### src/cpm_pkg.sv
// ----------------------------------------------------------------------------
// cpm_pkg: shared types and constants for the cylinder pair push unit
// Item layouts passed from the front part to the back part and the queue
// status that the front part uses for flow control.
// ----------------------------------------------------------------------------
package cpm_pkg;

	localparam int QDEPTH = 8;
	localparam int QPTR_W = 3;
	localparam int QCNT_W = 4;

	// Number of root bits and quotient bits, one per pipeline step.
	localparam int SQ_STEPS = 32;
	localparam int DV_STEPS = 32;

	typedef struct packed {
		logic               hit;
		logic               zero;
		logic               sx;
		logic               sz;
		logic [31:0]        mx;
		logic [31:0]        mz;
		logic [31:0]        rsum;
		logic [63:0]        lsq;
		logic signed [32:0] vert;
		logic [31:0]        vmag;
	} cpm_item_t;

	typedef struct packed {
		logic               hit;
		logic               horiz;
		logic               sx;
		logic               sz;
		logic signed [32:0] vert;
		logic [31:0]        len;
		logic [63:0]        nx;
		logic [63:0]        nz;
	} cpm_dv_t;

	typedef struct packed {
		logic              nempty;
		logic [QCNT_W-1:0] level;
	} cpm_qstat_t;

endpackage

### src/cpm_queue.sv
// ----------------------------------------------------------------------------
// cpm_queue: short item queue between the front and back parts
// Register based first-in first-out store with a fill level.
// ----------------------------------------------------------------------------
module cpm_queue (
	input  logic                clk,
	input  logic                arst_n,
	input  logic                push_v,
	input  cpm_pkg::cpm_item_t  push_item,
	input  logic                pop,
	output cpm_pkg::cpm_item_t  head,
	output cpm_pkg::cpm_qstat_t qstat
);
	import cpm_pkg::*;

	cpm_item_t         mem_q [QDEPTH];
	logic [QPTR_W-1:0] wr_ptr_q, rd_ptr_q;
	logic [QCNT_W-1:0] level_q;
	logic              do_pop;

	assign do_pop = pop && (level_q != '0);

	always_ff @(posedge clk or negedge arst_n) begin
		if (!arst_n) begin
			wr_ptr_q <= '0;
			rd_ptr_q <= '0;
			level_q  <= '0;
		end else begin
			if (push_v) begin
				wr_ptr_q <= wr_ptr_q + 1'b1;
			end
			if (do_pop) begin
				rd_ptr_q <= rd_ptr_q + 1'b1;
			end
			level_q <= level_q + QCNT_W'(push_v) - QCNT_W'(do_pop);
		end
	end

	always_ff @(posedge clk) begin
		if (push_v) begin
			mem_q[wr_ptr_q] <= push_item;
		end
	end

	assign head         = mem_q[rd_ptr_q];
	assign qstat.nempty = (level_q != '0);
	assign qstat.level  = level_q;

endmodule

### config.mk
export PLATFORM = sky130hd
export DESIGN_NAME = cpm_queue
export DESIGN_NICKNAME = d
export VERILOG_FILES = /design/src/cpm_pkg.sv /design/src/cpm_queue.sv
export SDC_FILE = /design/constraint.sdc
export NUM_CORES = 2
export LEC_CHECK = 0
export ABC_CLOCK_PERIOD_IN_PS = 21100
export BUFFER_PORTS_ARGS = -buffer_cell sky130_fd_sc_hd__buf_4
export CORE_MARGIN = 3
export CORE_UTILIZATION = 30
export CTS_CLUSTER_SIZE = 8
export DETAILED_ROUTE_END_ITERATION = 8
export SLEW_MARGIN = 15
export SYNTH_ARGS = -nofsm -noshare
export SYNTH_HDL_FRONTEND = slang
export SYNTH_SLANG_ARGS = --single-unit
### constraint.sdc
create_clock -name clk -period 21.1 [get_ports clk]
set_clock_uncertainty 0.2 [all_clocks]
set_input_delay 3.165 -clock clk [delete_from_list [all_inputs] [get_ports clk]]
set_output_delay 3.165 -clock clk [all_outputs]
set_load 0.1 [all_outputs]
==> qor.txt <==
slew margin rel. - 0.261
Max Cap Violations - 0
wire per inst - 23.8 um
commonest cells after routing, fill and taps aside - edfxtp_1, buf_4, mux4_2, clkbuf_16, mux2_2
Worst Path Buf+Inv - 5
setup ws final - 11.82 ns
RSZ-0062 raised after global routing - no
Avg Vias per Cell - 4.75
period utilization - 0.440
register area share after synthesis - 0.797
Hold Crit Depth - 1
worst path cell trace - buf_4, buf_4, buf_4, buf_4, mux4_2, mux2_2, buf_4
post-DP HPWL - 85.2 mm
Seq. cell area - 55300 um2
GR Util All Layers - 0.129
Synthesis Warnings - 0
Worst Tran Pin Value - 1.11 ns
Core Footprint - 229000 um2
initial drt markers - 2397
Unique masters post-synth - 21
Routed WL - 154 mm
cells on worst reg2reg path - 5
share of layout cells above drive strength 1 - 0.448
final instance area - 83900 um2
critical path arrival - 5.91 ns
Avg Inst Size Synth - 25.7 um2
die area - 237000 um2
DRC viols - 0
Critical Path Start Type - flip-flop
CP max FO - 44
vias in the first global route - 32900
critical path class - flip-flop to primary output
setup violators final - 0
Hold Path Class - flip-flop to flip-flop
slowest stage delay, CP - 0.98 ns
Syn Inst Count - 2701
die width - 487 um
status - complete, no violations
post-CTS resize count - 0
Layout Nets - 3634
CTS max path bufs - 4
largest net degree at the start of global routing - 135
fillers - 20600
DRT antenna net count - 0
Post-Syn Nets - 2942
first-pass GRT wire length - 226 mm
IO Port Bufs - 466
Layout area overhead - 21.0%
RR Startpoint - wr_ptr_q[0]
Worst Hold Slack - 0.358 ns
chip height - 487 um
post-synth top area cell - edfxtp_1
CTS tree - yes
area share of the largest cell type after synthesis - 0.794
clk_lat worst skew - 0.88 ns
RePlAce Congestion - 0.710
Root Driver - clkbuf_16
DRT Pass-1 Iters - 5
grt total ovfl - 0
Rows - 175
Starting Density - 0.303
most common cell after layout, fill and taps aside - edfxtp_1
R2R Path End - mem_q[6][133]
Fin Setup TNS - 0 ns
multi-input logic area - 13200 um2
CP top delay family - buffers and inverters
reg2reg setup slack - 17.47 ns
post-placement cell area - 76400 um2
htree depth - 5
Most Frequent Cell on Critical Path - buf_4
via count - 30600
CTS clock-pin slew for the worst setup and hold paths - 0.05 ns
Synth area leaders - edfxtp_1, mux4_2, mux2_2
fmax - 0.108 GHz
final hold vios - 0
WP data required - 17.74 ns
Worst Hold End - wr_ptr_q[1]
CP endpoint kind - primary output
TritonCTS buffer count - 282
antenna violations before repair - 34
#FFs+latches synth - 1842
CTS Sinks - 1842
slowest CP cell - dfrtp_4
IO Pins - 467
Place WS - 12.27 ns
Max Slew Vio Count - 0
Final min period - 9.28 ns
Post-CTS Setup Inserts - 0
mapped cell area - 69300 um2
hold_buf cts - 0
hold_sp - wr_ptr_q[1]
## through the flow
| stage | std cells | utilization |
|---|---|---|
| after floorplan | 2701 | - |
| after global placement | 6117 | 0.334 |
| after detailed placement | 6117 | 0.334 |
| after CTS | 6435 | 0.367 |
| after global routing | 6438 | 0.367 |
| final | 6455 | 0.367 |
## kinds of logic after synthesis
family	count (synthesis)	synth area share
buffers and inverters	137	0.0128
AND/OR/NAND/NOR	17	0.00116
XOR/XNOR	6	0.000758
flip-flops	1842	0.797
multiplexers	689	0.186
adder cells (fa/ha/maj)	8	0.00155
AO/OA/AOI/OAI	2	0.000180
## layer usage
| metal | global-route usage | vias to the layer above | part of all wire |
|---|---|---|---|
| met5 | 0 | - | 0.00093 |
| met1 | 0.168 | 16400 | 0.42 |
| li1 | - | 13000 | - |
| met2 | 0.200 | 906 | 0.47 |
| met4 | 0.0398 | 22 | 0.026 |
| met3 | 0.0480 | 287 | 0.085 |
## how the worst max path moves through the flow
stage / start / end / slack (ns) / cells past startpoint
6_report: rd_ptr_q[0] / head[125] / 11.82 / 7
5_1_grt: rd_ptr_q[0] / head[125] / 11.16 / 7
4_1_cts: rd_ptr_q[0] / head[111] / 11.29 / 7
3_5_place_dp: rd_ptr_q[0] / head[111] / 12.27 / 7
3_3_place_gp: rd_ptr_q[0] / head[97] / 12.30 / 7
2_1_floorplan: push_v / mem_q[0][0] / 1.13 / 2
## registers in the layout, summed over array words and instances, names as in the netlist
name / count
mem_q: 1832
wr_ptr_q: 3
level_q: 4
rd_ptr_q: 3
## cell type report
cell class	count	share of cell area
Antenna cell	19	0.000567
Clock buffer	306	0.0867
Clock inverter	12	0.00198
Inverter	9	0.000403
Multi-Input combinational cell	722	0.158
Sequential cell	1842	0.659
Tap cell	3009	0.0449
Timing Repair Buffer	536	0.0487
## cells in the mapped netlist
cell type / number
a21o_1: 1
a21oi_1: 1
buf_1: 24
buf_2: 20
buf_6: 46
clkbuf_1: 38
dfrtp_1: 10
edfxtp_1: 1832
fa_1: 1
ha_1: 7
inv_1: 9
mux2_2: 231
mux4_2: 458
nand2_1: 4
nand2b_1: 3
nand3_1: 1
nor2_1: 6
nor3_1: 2
or3b_2: 1
xnor2_1: 4
xor2_1: 2
Power is left out: the tool's default activity adds up to more than one toggle a clock period on the data nets, which glitch-free logic cannot reach.
